## config.mk

```make
export PLATFORM = sky130hd
export DESIGN_NAME = led_light_priority_sequencer_flat
export DESIGN_NICKNAME = d
export VERILOG_FILES = /design/src/llps_pkg.sv /design/src/llps_req_if.sv /design/src/llps_rsp_if.sv /design/src/llps_div255.sv /design/src/llps_datapath.sv /design/src/llps_ctrl.sv /design/src/led_light_priority_sequencer.sv /design/src/flat_wrapper.sv
export VERILOG_INCLUDE_DIRS = /design/src /design/src/src
export SDC_FILE = /design/constraint.sdc
export NUM_CORES = 1
export LEC_CHECK = 0
export ABC_AREA = 1
export BUFFER_PORTS_ARGS = -buffer_cell sky130_fd_sc_hd__buf_2
export CAP_MARGIN = 20
export CORE_MARGIN = 3
export CORE_UTILIZATION = 40
export DETAILED_ROUTE_END_ITERATION = 12
export GPL_TIMING_DRIVEN = 0
export PLACE_DENSITY = 0.66
export SETUP_SLACK_MARGIN = 0.05
export SLEW_MARGIN = 20
export SYNTH_ARGS = -nofsm -noshare
export SYNTH_HDL_FRONTEND = slang
export SYNTH_HIERARCHICAL = 1
export SYNTH_SLANG_ARGS = --single-unit
export TNS_END_PERCENT = 5
```

## constraint.sdc

```tcl
create_clock -name clk -period 6.7 [get_ports clk]
set_clock_uncertainty 0.15 [all_clocks]
set_input_delay 1.675 -clock clk [delete_from_list [all_inputs] [get_ports clk]]
set_output_delay 1.675 -clock clk [all_outputs]
set_load 0.01 [all_outputs]
```

## src/led_light_priority_sequencer_defines.svh

```systemverilog
// Assertion macros shared by the light request sequencer RTL.
// Included by the modules that carry concurrent assertions; no other dependencies.
`ifndef LED_LIGHT_PRIORITY_SEQUENCER_DEFINES_SVH
`define LED_LIGHT_PRIORITY_SEQUENCER_DEFINES_SVH
`ifndef SYNTHESIS
`define LLPS_ASSERT(label, clk, rst_n, prop) \
    label: assert property (@(posedge clk) disable iff (!rst_n) (prop)) \
        else $error("llps assertion failed");
`define LLPS_ASSERT_NEXT(label, clk, rst_n, ante, cons) \
    label: assert property (@(posedge clk) disable iff (!rst_n) (ante) |=> (cons)) \
        else $error("llps assertion failed");
`else
`define LLPS_ASSERT(label, clk, rst_n, prop)
`define LLPS_ASSERT_NEXT(label, clk, rst_n, ante, cons)
`endif
`endif

```

## src/llps_pkg.sv

```systemverilog
// Shared constants, types and tables of the light request sequencer.
// Used by the interfaces, the controller, the datapath and the divide unit.
package llps_pkg;

    localparam int TIME_BITS_DEF = 24;

    localparam int KIND_W       = 3;
    localparam int COLOR_W      = 32;
    localparam int FIELD_TIME_W = 24;
    localparam int TARGET_W     = 4;
    localparam int VALUE_W      = 24;
    localparam int MAX_W        = 12;
    localparam int LUMA_W       = 8;
    localparam int PROD_W       = LUMA_W + MAX_W;
    localparam int QUOT_W       = 12;

    localparam int RAMP_STEPS  = 8;
    localparam int RAMP_IDX_W  = $clog2(RAMP_STEPS);
    localparam int STEP_MS     = 50;
    localparam int RAMP_SPAN   = STEP_MS * RAMP_STEPS * 2;
    localparam int RAMP_SHIFT  = $clog2(RAMP_STEPS * 2);
    localparam int NUM_CLEARS  = 5;

    localparam int FULL_SCALE     = 255;
    localparam int BATT_LOW_LEVEL = 10;
    localparam int LUMA_R         = 77;
    localparam int LUMA_G         = 150;
    localparam int LUMA_B         = 29;

    localparam logic [MAX_W-1:0] PANEL_MAX_RESET = MAX_W'(FULL_SCALE);

    localparam int NUM_SOURCES   = 3;
    localparam int SRC_IDX_W     = 2;
    localparam int SRC_ATTENTION = 0;
    localparam int SRC_BATTERY   = 1;
    localparam int SRC_NOTIFY    = 2;

    localparam logic [KIND_W-1:0] KIND_BACKLIGHT = 3'd0;
    localparam logic [KIND_W-1:0] KIND_ATTENTION = 3'd1;
    localparam logic [KIND_W-1:0] KIND_BATTERY   = 3'd2;
    localparam logic [KIND_W-1:0] KIND_NOTIFY    = 3'd3;

    localparam logic [TARGET_W-1:0] TGT_BACKLIGHT  = 4'd0;
    localparam logic [TARGET_W-1:0] TGT_RED        = 4'd1;
    localparam logic [TARGET_W-1:0] TGT_RED_BLINK  = 4'd2;
    localparam logic [TARGET_W-1:0] TGT_GREEN      = 4'd3;
    localparam logic [TARGET_W-1:0] TGT_BLUE       = 4'd4;
    localparam logic [TARGET_W-1:0] TGT_BLUE_BLINK = 4'd5;
    localparam logic [TARGET_W-1:0] TGT_START_IDX  = 4'd6;
    localparam logic [TARGET_W-1:0] TGT_DUTY       = 4'd7;
    localparam logic [TARGET_W-1:0] TGT_PAUSE_LO   = 4'd8;
    localparam logic [TARGET_W-1:0] TGT_PAUSE_HI   = 4'd9;
    localparam logic [TARGET_W-1:0] TGT_STEP       = 4'd10;
    localparam logic [TARGET_W-1:0] TGT_NONE       = 4'd11;

    typedef enum logic [2:0] {
        VAL_ZERO,
        VAL_ONE,
        VAL_QUOT,
        VAL_ALPHA,
        VAL_OFF,
        VAL_HI,
        VAL_STEP
    } val_sel_t;

    typedef struct packed {
        logic                  capture;
        logic                  luma_en;
        logic                  mul_en;
        logic                  mul_duty;
        logic                  div_en;
        logic                  load_out;
        logic                  status;
        logic [TARGET_W-1:0]   target;
        val_sel_t              val_sel;
        logic [RAMP_IDX_W-1:0] duty_idx;
        logic                  last;
    } llps_cmd_t;

    typedef struct packed {
        logic [KIND_W-1:0] kind;
        logic              any_lit;
        logic              batt_only;
        logic              batt_high;
        logic              blink;
    } llps_stat_t;

    function automatic logic [6:0] ramp_pct(input logic [RAMP_IDX_W-1:0] k);
        logic [6:0] pct;
        case (k)
            3'd0:    pct = 7'd0;
            3'd1:    pct = 7'd12;
            3'd2:    pct = 7'd25;
            3'd3:    pct = 7'd37;
            3'd4:    pct = 7'd50;
            3'd5:    pct = 7'd72;
            3'd6:    pct = 7'd85;
            3'd7:    pct = 7'd100;
            default: pct = 7'd0;
        endcase
        return pct;
    endfunction

    // The clearing writes go out in this fixed order.
    function automatic logic [TARGET_W-1:0] clear_target(input logic [RAMP_IDX_W-1:0] n);
        logic [TARGET_W-1:0] t;
        case (n)
            3'd0:    t = TGT_RED;
            3'd1:    t = TGT_RED_BLINK;
            3'd2:    t = TGT_GREEN;
            3'd3:    t = TGT_BLUE;
            3'd4:    t = TGT_BLUE_BLINK;
            default: t = TGT_NONE;
        endcase
        return t;
    endfunction

endpackage

```

## src/llps_req_if.sv

```systemverilog
// Request channel of the light request sequencer: valid, ready and one request item.
// Depends on llps_pkg for the field widths.
interface llps_req_if;
    import llps_pkg::*;

    logic                    valid;
    logic                    ready;
    logic [KIND_W-1:0]       kind;
    logic [COLOR_W-1:0]      color;
    logic                    flash_timed;
    logic [FIELD_TIME_W-1:0] on_time_ms;
    logic [FIELD_TIME_W-1:0] off_time_ms;

    modport source (output valid, kind, color, flash_timed, on_time_ms, off_time_ms,
                    input ready);
    modport sink (input valid, kind, color, flash_timed, on_time_ms, off_time_ms,
                  output ready);
endinterface

```

## src/llps_rsp_if.sv

```systemverilog
// Result channel of the light request sequencer: valid, ready and one register write item.
// Depends on llps_pkg for the field widths.
interface llps_rsp_if;
    import llps_pkg::*;

    logic                  valid;
    logic                  ready;
    logic                  status;
    logic [TARGET_W-1:0]   target;
    logic [VALUE_W-1:0]    value;
    logic [RAMP_IDX_W-1:0] duty_index;
    logic                  last;

    modport source (output valid, status, target, value, duty_index, last, input ready);
    modport sink (input valid, status, target, value, duty_index, last, output ready);
endinterface

```

## src/llps_div255.sv

```systemverilog
// Two-step divide by 255 for products of up to PROD_W bits.
// Depends on llps_pkg; used by llps_datapath.
module llps_div255 (
    input  logic                        clk,
    input  logic                        start,
    input  logic [llps_pkg::PROD_W-1:0] dividend,
    output logic [llps_pkg::QUOT_W-1:0] quotient
);
    import llps_pkg::*;

    localparam int EST_W = PROD_W + 8;

    logic [EST_W-1:0]  approx;
    logic [PROD_W-1:0] x_reg;
    logic [QUOT_W-1:0] qest_reg;
    logic [PROD_W-1:0] back;
    logic [PROD_W-1:0] rem;

    // x * 257 / 65536 never overshoots x / 255 and falls short by at most one.
    assign approx = {dividend, 8'b0} + EST_W'(dividend);

    always_ff @(posedge clk)
    begin
        if (start)
        begin
            x_reg    <= dividend;
            qest_reg <= approx[EST_W-1:16];
        end
    end

    assign back     = PROD_W'({qest_reg, 8'b0}) - PROD_W'(qest_reg);
    assign rem      = x_reg - back;
    assign quotient = qest_reg + QUOT_W'(rem >= PROD_W'(FULL_SCALE));

endmodule

```

## src/llps_datapath.sv

```systemverilog
// Datapath of the light request sequencer: source store, luma and duty arithmetic,
// output register. Depends on llps_pkg and llps_div255.
module llps_datapath #(
    parameter int TIME_BITS = llps_pkg::TIME_BITS_DEF
) (
    input  logic                              clk,
    input  logic                              rst_n,
    input  logic                              cfg_we,
    input  logic [llps_pkg::MAX_W-1:0]        cfg_wdata,
    input  logic [llps_pkg::KIND_W-1:0]       req_kind,
    input  logic [llps_pkg::COLOR_W-1:0]      req_color,
    input  logic                              req_flash_timed,
    input  logic [llps_pkg::FIELD_TIME_W-1:0] req_on_time,
    input  logic [llps_pkg::FIELD_TIME_W-1:0] req_off_time,
    input  llps_pkg::llps_cmd_t               cmd,
    output llps_pkg::llps_stat_t              stat,
    output logic                              status,
    output logic [llps_pkg::TARGET_W-1:0]     target,
    output logic [llps_pkg::VALUE_W-1:0]      value,
    output logic [llps_pkg::RAMP_IDX_W-1:0]   duty_index,
    output logic                              last
);
    import llps_pkg::*;

    logic [MAX_W-1:0]     panel_max_reg;
    logic [KIND_W-1:0]    kind_reg;
    logic [COLOR_W-1:0]   color_reg;
    logic [COLOR_W-1:0]   src_color_reg [NUM_SOURCES];
    logic [TIME_BITS-1:0] src_on_reg    [NUM_SOURCES];
    logic [TIME_BITS-1:0] src_off_reg   [NUM_SOURCES];
    logic [LUMA_W-1:0]    luma_reg;
    logic [PROD_W-1:0]    mul_reg;

    logic                 store_we;
    logic [SRC_IDX_W-1:0] wr_idx;
    logic [TIME_BITS-1:0] on_in;
    logic [TIME_BITS-1:0] off_in;
    logic                 lit_attn;
    logic                 lit_batt;
    logic                 lit_notify;
    logic [COLOR_W-1:0]   sel_color;
    logic [TIME_BITS-1:0] sel_on;
    logic [TIME_BITS-1:0] sel_off;
    logic [7:0]           alpha;
    logic [15:0]          luma_sum;
    logic [LUMA_W-1:0]    mul_a;
    logic [MAX_W-1:0]     mul_b;
    logic [PROD_W-1:0]    mul_prod;
    logic [QUOT_W-1:0]    quot;
    logic                 short_on;
    logic [VALUE_W-1:0]   step_val;
    logic [VALUE_W-1:0]   hi_val;
    logic [VALUE_W-1:0]   value_next;

    always_ff @(posedge clk or negedge rst_n)
    begin
        if (!rst_n)
        begin
            panel_max_reg <= PANEL_MAX_RESET;
        end
        else if (cfg_we)
        begin
            panel_max_reg <= cfg_wdata;
        end
    end

    assign store_we = req_kind inside {KIND_ATTENTION, KIND_BATTERY, KIND_NOTIFY};
    assign wr_idx   = SRC_IDX_W'(req_kind - KIND_ATTENTION);
    assign on_in    = req_flash_timed ? TIME_BITS'(req_on_time) : '0;
    assign off_in   = req_flash_timed ? TIME_BITS'(req_off_time) : '0;

    always_ff @(posedge clk)
    begin
        if (cmd.capture)
        begin
            kind_reg  <= req_kind;
            color_reg <= req_color;
        end
    end

    always_ff @(posedge clk or negedge rst_n)
    begin
        if (!rst_n)
        begin
            for (int i = 0; i < NUM_SOURCES; i++)
            begin
                src_color_reg[i] <= '0;
                src_on_reg[i]    <= '0;
                src_off_reg[i]   <= '0;
            end
        end
        else if (cmd.capture && store_we)
        begin
            src_color_reg[wr_idx] <= req_color;
            src_on_reg[wr_idx]    <= on_in;
            src_off_reg[wr_idx]   <= off_in;
        end
    end

    assign lit_attn   = |src_color_reg[SRC_ATTENTION][23:0];
    assign lit_batt   = |src_color_reg[SRC_BATTERY][23:0];
    assign lit_notify = |src_color_reg[SRC_NOTIFY][23:0];

    // Notification wins over attention; battery is served only when neither is lit.
    always_comb
    begin
        if (lit_notify)
        begin
            sel_color = src_color_reg[SRC_NOTIFY];
            sel_on    = src_on_reg[SRC_NOTIFY];
            sel_off   = src_off_reg[SRC_NOTIFY];
        end
        else if (lit_attn)
        begin
            sel_color = src_color_reg[SRC_ATTENTION];
            sel_on    = src_on_reg[SRC_ATTENTION];
            sel_off   = src_off_reg[SRC_ATTENTION];
        end
        else
        begin
            sel_color = src_color_reg[SRC_BATTERY];
            sel_on    = src_on_reg[SRC_BATTERY];
            sel_off   = src_off_reg[SRC_BATTERY];
        end
    end

    assign alpha = sel_color[31:24];

    assign stat.kind      = kind_reg;
    assign stat.any_lit   = lit_notify | lit_attn | lit_batt;
    assign stat.batt_only = !lit_notify && !lit_attn;
    assign stat.batt_high = src_color_reg[SRC_BATTERY][31:24] > 8'(BATT_LOW_LEVEL);
    assign stat.blink     = (sel_on != '0) && (sel_off != '0);

    assign luma_sum = 16'(LUMA_R) * 16'(color_reg[23:16])
                    + 16'(LUMA_G) * 16'(color_reg[15:8])
                    + 16'(LUMA_B) * 16'(color_reg[7:0]);

    // One multiplier serves the backlight scaling and the duty percentages.
    assign mul_a    = cmd.mul_duty ? LUMA_W'(ramp_pct(cmd.duty_idx)) : luma_reg;
    assign mul_b    = cmd.mul_duty ? MAX_W'(alpha) : panel_max_reg;
    assign mul_prod = PROD_W'(mul_a) * PROD_W'(mul_b);

    always_ff @(posedge clk)
    begin
        if (cmd.luma_en)
        begin
            luma_reg <= luma_sum[15:8];
        end
        if (cmd.mul_en)
        begin
            mul_reg <= mul_prod;
        end
    end

    llps_div255 u_div (
        .clk      (clk),
        .start    (cmd.div_en),
        .dividend (mul_reg),
        .quotient (quot)
    );

    assign short_on = sel_on < TIME_BITS'(RAMP_SPAN);
    assign step_val = short_on ? VALUE_W'(sel_on >> RAMP_SHIFT) : VALUE_W'(STEP_MS);
    assign hi_val   = short_on ? '0 : VALUE_W'(sel_on - TIME_BITS'(RAMP_SPAN));

    always_comb
    begin
        case (cmd.val_sel)
            VAL_ZERO:  value_next = '0;
            VAL_ONE:   value_next = VALUE_W'(1);
            VAL_QUOT:  value_next = VALUE_W'(quot);
            VAL_ALPHA: value_next = VALUE_W'(alpha);
            VAL_OFF:   value_next = VALUE_W'(sel_off);
            VAL_HI:    value_next = hi_val;
            VAL_STEP:  value_next = step_val;
            default:   value_next = '0;
        endcase
    end

    always_ff @(posedge clk)
    begin
        if (cmd.load_out)
        begin
            status     <= cmd.status;
            target     <= cmd.target;
            value      <= value_next;
            duty_index <= cmd.duty_idx;
            last       <= cmd.last;
        end
    end

endmodule

```

## src/llps_ctrl.sv

```systemverilog
// Controller of the light request sequencer: steps through the writes of one request.
// Depends on llps_pkg and the assertion macros header.
`include "led_light_priority_sequencer_defines.svh"

module llps_ctrl (
    input  logic                 clk,
    input  logic                 rst_n,
    input  logic                 req_valid,
    output logic                 req_ready,
    output logic                 rsp_valid,
    input  logic                 rsp_ready,
    input  llps_pkg::llps_stat_t stat,
    output llps_pkg::llps_cmd_t  cmd
);
    import llps_pkg::*;

    typedef enum logic [4:0] {
        S_IDLE,
        S_DISPATCH,
        S_LUMA,
        S_MUL,
        S_DIV,
        S_FIN,
        S_NONE,
        S_CLEAR,
        S_SERVE,
        S_DUTY_MUL,
        S_DUTY_DIV,
        S_DUTY_FIN,
        S_PAUSE_LO,
        S_PAUSE_HI,
        S_STEP,
        S_BLINK_ON,
        S_WAIT
    } state_t;

    state_t                state_reg;
    state_t                state_next;
    state_t                resume_reg;
    state_t                resume_next;
    logic [RAMP_IDX_W-1:0] cnt_reg;
    logic [RAMP_IDX_W-1:0] cnt_next;
    logic                  out_valid_reg;
    logic                  out_valid_next;

    always_comb
    begin
        cmd            = '0;
        cmd.val_sel    = VAL_ZERO;
        cmd.target     = TGT_NONE;
        state_next     = state_reg;
        resume_next    = resume_reg;
        cnt_next       = cnt_reg;
        out_valid_next = out_valid_reg;

        case (state_reg)
            S_IDLE:
            begin
                if (req_valid)
                begin
                    cmd.capture = 1'b1;
                    state_next  = S_DISPATCH;
                end
            end
            S_DISPATCH:
            begin
                cnt_next = '0;
                if (stat.kind == KIND_BACKLIGHT)
                begin
                    state_next = S_LUMA;
                end
                else if (stat.kind inside {KIND_ATTENTION, KIND_BATTERY, KIND_NOTIFY})
                begin
                    state_next = S_CLEAR;
                end
                else
                begin
                    state_next = S_NONE;
                end
            end
            S_LUMA:
            begin
                cmd.luma_en = 1'b1;
                state_next  = S_MUL;
            end
            S_MUL:
            begin
                cmd.mul_en = 1'b1;
                state_next = S_DIV;
            end
            S_DIV:
            begin
                cmd.div_en = 1'b1;
                state_next = S_FIN;
            end
            S_FIN:
            begin
                cmd.load_out   = 1'b1;
                cmd.target     = TGT_BACKLIGHT;
                cmd.val_sel    = VAL_QUOT;
                cmd.last       = 1'b1;
                out_valid_next = 1'b1;
                resume_next    = S_IDLE;
                state_next     = S_WAIT;
            end
            S_NONE:
            begin
                cmd.load_out   = 1'b1;
                cmd.status     = 1'b1;
                cmd.target     = TGT_NONE;
                cmd.last       = 1'b1;
                out_valid_next = 1'b1;
                resume_next    = S_IDLE;
                state_next     = S_WAIT;
            end
            S_CLEAR:
            begin
                cmd.load_out   = 1'b1;
                cmd.target     = clear_target(cnt_reg);
                out_valid_next = 1'b1;
                state_next     = S_WAIT;
                if (cnt_reg == RAMP_IDX_W'(NUM_CLEARS - 1))
                begin
                    // With nothing lit the last clearing write ends the request.
                    cmd.last    = !stat.any_lit;
                    cnt_next    = '0;
                    resume_next = stat.any_lit ? S_SERVE : S_IDLE;
                end
                else
                begin
                    cnt_next    = cnt_reg + 1'b1;
                    resume_next = S_CLEAR;
                end
            end
            S_SERVE:
            begin
                cmd.load_out   = 1'b1;
                out_valid_next = 1'b1;
                state_next     = S_WAIT;
                if (stat.batt_only)
                begin
                    cmd.target  = stat.batt_high ? TGT_GREEN : TGT_RED;
                    cmd.val_sel = VAL_ONE;
                    cmd.last    = 1'b1;
                    resume_next = S_IDLE;
                end
                else if (!stat.blink)
                begin
                    cmd.target  = TGT_BLUE;
                    cmd.val_sel = VAL_ALPHA;
                    cmd.last    = 1'b1;
                    resume_next = S_IDLE;
                end
                else
                begin
                    cmd.target  = TGT_START_IDX;
                    cnt_next    = '0;
                    resume_next = S_DUTY_MUL;
                end
            end
            S_DUTY_MUL:
            begin
                cmd.mul_en   = 1'b1;
                cmd.mul_duty = 1'b1;
                cmd.duty_idx = cnt_reg;
                state_next   = S_DUTY_DIV;
            end
            S_DUTY_DIV:
            begin
                cmd.div_en = 1'b1;
                state_next = S_DUTY_FIN;
            end
            S_DUTY_FIN:
            begin
                cmd.load_out   = 1'b1;
                cmd.target     = TGT_DUTY;
                cmd.val_sel    = VAL_QUOT;
                cmd.duty_idx   = cnt_reg;
                out_valid_next = 1'b1;
                state_next     = S_WAIT;
                cnt_next       = cnt_reg + 1'b1;
                resume_next    = (cnt_reg == RAMP_IDX_W'(RAMP_STEPS - 1)) ? S_PAUSE_LO
                                                                          : S_DUTY_MUL;
            end
            S_PAUSE_LO:
            begin
                cmd.load_out   = 1'b1;
                cmd.target     = TGT_PAUSE_LO;
                cmd.val_sel    = VAL_OFF;
                out_valid_next = 1'b1;
                resume_next    = S_PAUSE_HI;
                state_next     = S_WAIT;
            end
            S_PAUSE_HI:
            begin
                cmd.load_out   = 1'b1;
                cmd.target     = TGT_PAUSE_HI;
                cmd.val_sel    = VAL_HI;
                out_valid_next = 1'b1;
                resume_next    = S_STEP;
                state_next     = S_WAIT;
            end
            S_STEP:
            begin
                cmd.load_out   = 1'b1;
                cmd.target     = TGT_STEP;
                cmd.val_sel    = VAL_STEP;
                out_valid_next = 1'b1;
                resume_next    = S_BLINK_ON;
                state_next     = S_WAIT;
            end
            S_BLINK_ON:
            begin
                cmd.load_out   = 1'b1;
                cmd.target     = TGT_BLUE_BLINK;
                cmd.val_sel    = VAL_ONE;
                cmd.last       = 1'b1;
                out_valid_next = 1'b1;
                resume_next    = S_IDLE;
                state_next     = S_WAIT;
            end
            S_WAIT:
            begin
                if (rsp_ready)
                begin
                    out_valid_next = 1'b0;
                    state_next     = resume_reg;
                end
            end
            default:
            begin
                out_valid_next = 1'b0;
                state_next     = S_IDLE;
            end
        endcase
    end

    always_ff @(posedge clk or negedge rst_n)
    begin
        if (!rst_n)
        begin
            state_reg     <= S_IDLE;
            resume_reg    <= S_IDLE;
            cnt_reg       <= '0;
            out_valid_reg <= 1'b0;
        end
        else
        begin
            state_reg     <= state_next;
            resume_reg    <= resume_next;
            cnt_reg       <= cnt_next;
            out_valid_reg <= out_valid_next;
        end
    end

    assign req_ready = (state_reg == S_IDLE);
    assign rsp_valid = out_valid_reg;

    `LLPS_ASSERT(a_wait_matches_valid, clk, rst_n, (state_reg == S_WAIT) == out_valid_reg)
    `LLPS_ASSERT_NEXT(a_accept_dispatch, clk, rst_n, req_valid && req_ready, state_reg == S_DISPATCH)
    `LLPS_ASSERT_NEXT(a_load_shows_item, clk, rst_n, cmd.load_out, out_valid_reg && !req_ready)
    `LLPS_ASSERT(a_clear_count, clk, rst_n, state_reg != S_CLEAR || cnt_reg < RAMP_IDX_W'(NUM_CLEARS))

endmodule

```

## src/led_light_priority_sequencer.sv

```systemverilog
// Top level of the light request sequencer: controller, datapath and channel hookup.
// Depends on llps_pkg, llps_req_if, llps_rsp_if, llps_ctrl and llps_datapath.

// One request is handled at a time; the request side is ready only while no write is
// pending. Every result item leaves through a single output register, loaded and then
// handed off; the luma and each duty percentage pass through the shared multiplier and
// the two-step divide by 255, and the backlight write forms the luma first. The three
// stored sources reset to unlit; the panel maximum resets to 255 and may be written any
// time the block is idle.
module led_light_priority_sequencer #(
    parameter int TIME_BITS = llps_pkg::TIME_BITS_DEF
) (
    input  logic                       clk,
    input  logic                       rst_n,
    input  logic                       cfg_we,
    input  logic [llps_pkg::MAX_W-1:0] cfg_wdata,
    llps_req_if.sink                   req,
    llps_rsp_if.source                 rsp
);
    import llps_pkg::*;

    llps_cmd_t  cmd;
    llps_stat_t stat;

    llps_ctrl u_ctrl (
        .clk       (clk),
        .rst_n     (rst_n),
        .req_valid (req.valid),
        .req_ready (req.ready),
        .rsp_valid (rsp.valid),
        .rsp_ready (rsp.ready),
        .stat      (stat),
        .cmd       (cmd)
    );

    llps_datapath #(
        .TIME_BITS (TIME_BITS)
    ) u_datapath (
        .clk             (clk),
        .rst_n           (rst_n),
        .cfg_we          (cfg_we),
        .cfg_wdata       (cfg_wdata),
        .req_kind        (req.kind),
        .req_color       (req.color),
        .req_flash_timed (req.flash_timed),
        .req_on_time     (req.on_time_ms),
        .req_off_time    (req.off_time_ms),
        .cmd             (cmd),
        .stat            (stat),
        .status          (rsp.status),
        .target          (rsp.target),
        .value           (rsp.value),
        .duty_index      (rsp.duty_index),
        .last            (rsp.last)
    );

endmodule

```

## src/flat_wrapper.sv

```systemverilog
// flat-port wrapper written by rule: the top's interface ports become plain ports
module led_light_priority_sequencer_flat import llps_pkg::*;
#(
    parameter int TIME_BITS = llps_pkg::TIME_BITS_DEF
)
  (clk, rst_n, cfg_we, cfg_wdata, req_valid, req_kind, req_color, req_flash_timed, req_on_time_ms, req_off_time_ms, req_ready, rsp_valid, rsp_status, rsp_target, rsp_value, rsp_duty_index, rsp_last, rsp_ready);
  llps_req_if req_i ();
  llps_rsp_if rsp_i ();
  input  logic clk;
  input  logic rst_n;
  input  logic cfg_we;
  input  logic [llps_pkg::MAX_W-1:0] cfg_wdata;
  input wire logic [$bits(req_i.valid)-1:0] req_valid;
  input wire logic [$bits(req_i.kind)-1:0] req_kind;
  input wire logic [$bits(req_i.color)-1:0] req_color;
  input wire logic [$bits(req_i.flash_timed)-1:0] req_flash_timed;
  input wire logic [$bits(req_i.on_time_ms)-1:0] req_on_time_ms;
  input wire logic [$bits(req_i.off_time_ms)-1:0] req_off_time_ms;
  output wire logic [$bits(req_i.ready)-1:0] req_ready;
  output wire logic [$bits(rsp_i.valid)-1:0] rsp_valid;
  output wire logic [$bits(rsp_i.status)-1:0] rsp_status;
  output wire logic [$bits(rsp_i.target)-1:0] rsp_target;
  output wire logic [$bits(rsp_i.value)-1:0] rsp_value;
  output wire logic [$bits(rsp_i.duty_index)-1:0] rsp_duty_index;
  output wire logic [$bits(rsp_i.last)-1:0] rsp_last;
  input wire logic [$bits(rsp_i.ready)-1:0] rsp_ready;
  assign req_i.valid = req_valid;
  assign req_i.kind = req_kind;
  assign req_i.color = req_color;
  assign req_i.flash_timed = req_flash_timed;
  assign req_i.on_time_ms = req_on_time_ms;
  assign req_i.off_time_ms = req_off_time_ms;
  assign req_ready = req_i.ready;
  assign rsp_valid = rsp_i.valid;
  assign rsp_status = rsp_i.status;
  assign rsp_target = rsp_i.target;
  assign rsp_value = rsp_i.value;
  assign rsp_duty_index = rsp_i.duty_index;
  assign rsp_last = rsp_i.last;
  assign rsp_i.ready = rsp_ready;
  led_light_priority_sequencer #(.TIME_BITS(TIME_BITS)) u_core (.clk(clk), .rst_n(rst_n), .cfg_we(cfg_we), .cfg_wdata(cfg_wdata), .req(req_i), .rsp(rsp_i));
endmodule
```

# After elaboration in Yosys (flattened, before gate mapping)
# Memory sizes are Yosys's and may differ from the RTL's.
# Index checks and enable logic that the tools add are counted.
dict set report op_classes {
  n_addsub 9
  n_mux 57
  reduce_logical 29
  bitwise_logic 4
  magnitude_cmp 5
  multipliers 4
  n_eq_ne 37
}
# cell count
set op_table {}
lappend op_table {{24-bit two-way mux} 8}
lappend op_table {{72-bit bitwise mux} 2}
lappend op_table {{24-bit one-hot mux with 6 select lines} 1}
lappend op_table {{96-bit bitwise mux} 1}
lappend op_table {{32-bit two-way mux} 3}
lappend op_table {{24-bit OR reduction} 3}
lappend op_table {{32-bit demux with 2-bit select} 1}
lappend op_table {{24-bit demux with 2-bit select} 1}
lappend op_table {{24-bit nonzero test} 2}
lappend op_table {{5-bit one-hot mux with 9 select lines} 1}
lappend op_table {{5-bit by 4-bit == test with 1-bit output (second input constant)} 8}
lappend op_table {{5-bit one-hot mux with 7 select lines} 1}
lappend op_table {{4-bit one-hot mux with 8 select lines} 1}
lappend op_table {{7-bit by 8-bit multiplier with 15-bit output (first input constant)} 2}
lappend op_table {{28-bit by 20-bit adder with 28-bit output} 1}
lappend op_table {{3-bit by 2-bit == test with 1-bit output (second input constant)} 8}
lappend op_table {{24-bit by 10-bit less-than comparator with 1-bit output (second input constant)} 1}
lappend op_table {{24-bit by 10-bit subtractor with 24-bit output (second input constant)} 1}
lappend op_table {{5-bit by 3-bit == test with 1-bit output (second input constant)} 4}
lappend op_table {{20-bit by 8-bit >= comparator with 1-bit output (second input constant)} 1}
lappend op_table {{8-bit by 12-bit multiplier with 20-bit output} 1}
lappend op_table {{20-bit two-way mux} 1}
lappend op_table {{5-bit two-way mux} 4}
lappend op_table {{4-bit one-hot mux with 5 select lines} 1}
lappend op_table {{43 further kinds} 87}
dict set report word_totals {
  memories 1
  in_bits 101
  out_inout_bits 35
  register_bits 386
  mem_bits_ro 56
  wordCells 171
}
# name depth width read_ports rd_ports_with_merged_regs wr line
set mem_list {}
lappend mem_list {{(name not given)} 8 7 1 0 0 llps_pkg.sv:90} ;# case (k)

# Logic depth before layout (Yosys ltp)
dict set report depth {
  ltp_word 10
  depth_mapped 36
  mapped_depth_nobuf 34
}

# Modules after synthesis
# The synthesis kept the hierarchy.
# module cells_per_inst seq_area_each_um2 area_per_inst_um2 instances
set by_module_without_submodules {}
lappend by_module_without_submodules {llps_datapath 2411 8958.6 21102.7 1}
lappend by_module_without_submodules {llps_div255 472 960.9 3428.3 1}
lappend by_module_without_submodules {llps_ctrl 175 325.3 1121.1 1}

# Worst setup path before layout
# OpenSTA, ideal clock, no wires.
dict set report synth_timing {
  path_kind {register to register}
  startpoint {register u_core.u_datapath.color_reg[12]}
  endpoint {register u_core.u_datapath.luma_reg[6], data pin}
  required_ns 6.284
  setup_time_ns 0.266
  slack_ns 0.479
  arrival_ns 5.806
  path_stages_with_launch 25
  cell_sequence {edfxtp_1 ha_1 ha_1 inv_1 fa_1 fa_1 inv_1 ha_1 a21oi_1 o21a_1 o31ai_1 xnor2_1 inv_1 ha_1 inv_1 fa_1 fa_1 fa_1 inv_1 ha_1 a21oi_1 o21ai_0 a21oi_1 o221ai_1 xor2_1}
}
dict set report synth_via {
  elab_chain_cells 3
}
# item line
set synth_rtl {}
lappend synth_rtl {{start: declaration} llps_datapath.sv:27} ;# logic [COLOR_W-1:0] color_reg;
lappend synth_rtl {{start signal: assignment} llps_datapath.sv:77} ;# color_reg <= req_color;
lappend synth_rtl {{7-bit by 8-bit multiplier with 15-bit output} llps_datapath.sv:136} ;# + 16'(LUMA_G) * 16'(color_reg[15:8])
lappend synth_rtl {{15-bit by 16-bit adder with 16-bit output} llps_datapath.sv:136}
lappend synth_rtl {{16-bit by 13-bit adder with 16-bit output} llps_datapath.sv:137} ;# + 16'(LUMA_B) * 16'(color_reg[7:0]);
lappend synth_rtl {{via u_core.u_datapath.luma_sum[14]} llps_datapath.sv:45} ;# logic [15:0] luma_sum;
lappend synth_rtl {{end signal: assignment} llps_datapath.sv:148} ;# luma_reg <= luma_sum[15:8];
lappend synth_rtl {{end: declaration} llps_datapath.sv:31} ;# logic [LUMA_W-1:0] luma_reg;
# The timed path passes the listed nets, and every way through them passes these cells.
# A chain may end at the register's enable or synchronous reset.

# Worst setup path in the final report
dict set report layout_timing {
  startpoint {register u_core/u_datapath/src_color_reg[77] (netlist name)}
  endpoint {register u_core.u_datapath.mul_reg[18], data pin}
}
dict set report layout_via {
  elab_chain_cells 5
}
# item line
set layout_rtl {}
lappend layout_rtl {{start: declaration} llps_datapath.sv:28} ;# logic [COLOR_W-1:0] src_color_reg [NUM_SOURCES];
lappend layout_rtl {{start signal: indexed assignment} llps_datapath.sv:94} ;# src_color_reg[wr_idx] <= req_color;
lappend layout_rtl {{24-bit OR reduction} llps_datapath.sv:100} ;# assign lit_attn = |src_color_reg[SRC_ATTENTION][23:0];
lappend layout_rtl {{32-bit two-way mux} llps_datapath.sv:113} ;# else if (lit_attn)
lappend layout_rtl {{32-bit two-way mux} llps_datapath.sv:107} ;# if (lit_notify)
lappend layout_rtl {{12-bit two-way mux} llps_datapath.sv:141} ;# assign mul_b = cmd.mul_duty ? MAX_W'(alpha) : panel_max_reg;
lappend layout_rtl {{8-bit by 12-bit multiplier with 20-bit output} llps_datapath.sv:142} ;# assign mul_prod = PROD_W'(mul_a) * PROD_W'(mul_b);
lappend layout_rtl {{via u_core.u_datapath.mul_prod[18]} llps_datapath.sv:48} ;# logic [PROD_W-1:0] mul_prod;
lappend layout_rtl {{end signal: assignment} llps_datapath.sv:152} ;# mul_reg <= mul_prod;
lappend layout_rtl {{end: declaration} llps_datapath.sv:32} ;# logic [PROD_W-1:0] mul_reg;
# The timed path passes the listed nets, and every way through them passes these cells.

==> flow_metrics.tcl <==
set metrics [dict create \
    drt-total-wl_um 70600 \
    max_clock_freq_mhz 158 \
    synthTopCellsByArea "dfrtp_1 25%, edfxtp_1 14%, nand2_1 11%" \
    period_share 0.945 \
    yosys_warnings 6 \
    rows 92 \
    drive_above_1_share 0.119 \
    crit_slowest_cell "fa_1" \
    gp_congestion 0.980 \
    crit_top_cell "fa_1" \
    hold_viol_final 0 \
    ant_nets 0 \
    grt-ovfl-total 0 \
    final_cell_mix "770 x nand2_1, 444 x inv_1, 329 x o21ai_0" \
    finalNetCount 3653 \
    layout_commonest_cell "nand2_1" \
    synthArstFlopShare 0.688 \
    syn-num-nets 3459 \
    grt_max_degree 94 \
    cp_data_arrival_time_ns 6.49 \
    die_w_um 259 \
    crit_fanout 10 \
    wl_per_cell_um 17.1 \
    core_region_area_um2 63300 \
    path_clk_slew_ns 0.06 \
    synth_cells 3058 \
    ioPinCount 136 \
    crit_path_max_incr_delay_ns 0.55 \
    vias_per_cell 5.12 \
    grt_pass1_wl_um 111000 \
    synth_top_area_cell "dfrtp_1" \
    outcome "completed" \
    grt_pass1_vias 20400 \
    dp_cells 4041 \
    tritoncts "built" \
    synth_top_area_share 0.251 \
    clockBufferDepth 3 \
    avgSynthCellArea_um2 8.39 \
    diodes 0 \
    vias 21200 \
    min_path_type "reg -> reg" \
    synth_edf_count 120 \
    worst_slew_pin_slew_ns 0.896 \
    yosysUniqueCellTypes 54 \
    ys_seq_elements 385 \
    cts-root-buf "clkbuf_16" \
    syn_to_final_growth_pct 14.1 \
    register_area_um2 10200 \
    dieArea_um2 67200 \
    antenna_found_initial 3 \
    crit_type "reg -> reg" \
    synth_area_um2 25700 \
    nFillCells 6231 \
    ys.flop_type "dfrtp_1" \
    gr-usage-all-layers 0.209 \
    cts_buffers 43 \
    rsz0062_at_grt "yes" \
    drt_iter0_drc 1722 \
    dr.pass1.iters 6 \
    stdcell_count 4131 \
    cp-end-kind "register" \
    drv_cap 0 \
    largest_reg_flops 96 \
    port_buffers 134 \
    ys_seq_area_frac 0.399 \
    clk_latency_ns 0.57 \
    start_util 0.405 \
    drv_slew 0 \
    drc_errors 0 \
    cp.required_ns 6.86 \
    hpwl_um 54300 \
    multi_input_area_um2 13500 \
    final-setup-viol-count 0 \
    layout_min_cycle_time_ns 6.33 \
    htree_levels 2 \
    start_kind "register" \
    clkSinkCount 385 \
    chipHeight_um 259 \
    maxSlewHeadroom 0.400 \
]
## critical path: cells and delay by family (launching register included)
kind,cells,cell delay (ns)
fa+ha+maj,5,2.45
simple gates,10,1.23
buf+inv,5,0.85
compound gates,4,0.84
flops,1,0.37
xor+xnor,1,0.14
## cells by family (layout without fill, tap and decap cells)
group | count (synthesis) | count (layout) | synth area share
AO/OA/AOI/OAI | 510 | 510 | 0.105
multiplexers | 1 | 1 | 0.000439
buffers and inverters | 554 | 781 | 0.0851
XOR/XNOR | 64 | 64 | 0.0219
AND/OR/NAND/NOR | 1244 | 1244 | 0.207
flip-flops | 385 | 385 | 0.399
adder cells (fa/ha/maj) | 300 | 300 | 0.181
## area by class of cell
class | count | share of cell area
Inverter | 458 | 0.0588
Buffer | 95 | 0.0166
Timing Repair Buffer | 150 | 0.0292
Tap cell | 846 | 0.0362
Multi-Input combinational cell | 2119 | 0.460
Clock buffer | 57 | 0.0406
Sequential cell | 385 | 0.350
Clock inverter | 21 | 0.00885
## Yosys cell counts, types with 3 or more instances
master and n:
nand2_1 772, inv_1 445, o21ai_0 341, dfrtp_1 257
nor2_1 205, ha_1 181, edfxtp_1 120, fa_1 119
nand3_1 119, a21oi_1 98, clkbuf_1 65, xor2_1 49
nand4_1 46, or2_2 23, o21ai_1 19, o21bai_1 18
nand2_2 15, xnor2_1 15, buf_2 14, nor2_2 14
inv_2 12, nor3_1 10, buf_6 9, dfstp_2 8
nand3b_1 8, nor4_1 8, nor2_4 7, a31oi_1 6
buf_4 5, nor3_2 5, o211ai_1 5, nand3_2 4
nand3_4 4, a21o_1 3, buf_1 3
## routing by layer
metal  global-route usage  wire length (µm)
met2                0.331             32200
met1                0.292             31000
met4               0.0749              2440
met3               0.0327              4960
met5                    0                13
## worst paths after layout
kind | from | to | slack, ns | cells past startpoint
max reg2reg | u_core/u_datapath/src_color_reg[77] | u_core/u_datapath/mul_reg[18] | 0.37 | 25
max | u_core/u_datapath/src_color_reg[77] | u_core/u_datapath/mul_reg[18] | 0.37 | 25
min reg2reg | u_core/u_datapath/src_off_reg[41] | u_core/u_datapath/src_off_reg[41] | 0.33 | 2
max in group asynchronous | rst_n | u_core/u_datapath/src_color_reg[51] | 4.06 | 3
min | u_core/u_datapath/src_off_reg[41] | u_core/u_datapath/src_off_reg[41] | 0.33 | 2
min in group asynchronous | rst_n | u_core/u_datapath/src_off_reg[14] | 0.98 | 1
## repair_timing
item | 4_1_cts | 5_1_grt
resized for setup | 27 | 51
endpoints found under the setup margin | 10 | 16
pin swaps | 0 | 5
hold buffers | 0 | 0
buffers inserted | 0 | 13
## through the flow
step	util	worst slack, ns	TNS [ns]	instance area [µm²]	hold slack, ns
6_report	0.462	0.366	0	29300	0.332
5_1_grt	0.462	0.0200	0	29300	0.347
4_1_cts	0.458	0.0157	0	29000	0.332
3_5_place_dp	0.434	-0.494	-1.86	27500	0.312
3_3_place_gp	0.432	-1.20	-296.62	27400	0.308
2_1_floorplan	-	0.479	0	25700	0.276
Power is left out: the tool's default activity adds up to more than one toggle a clock period on the data nets, which glitch-free logic cannot reach.
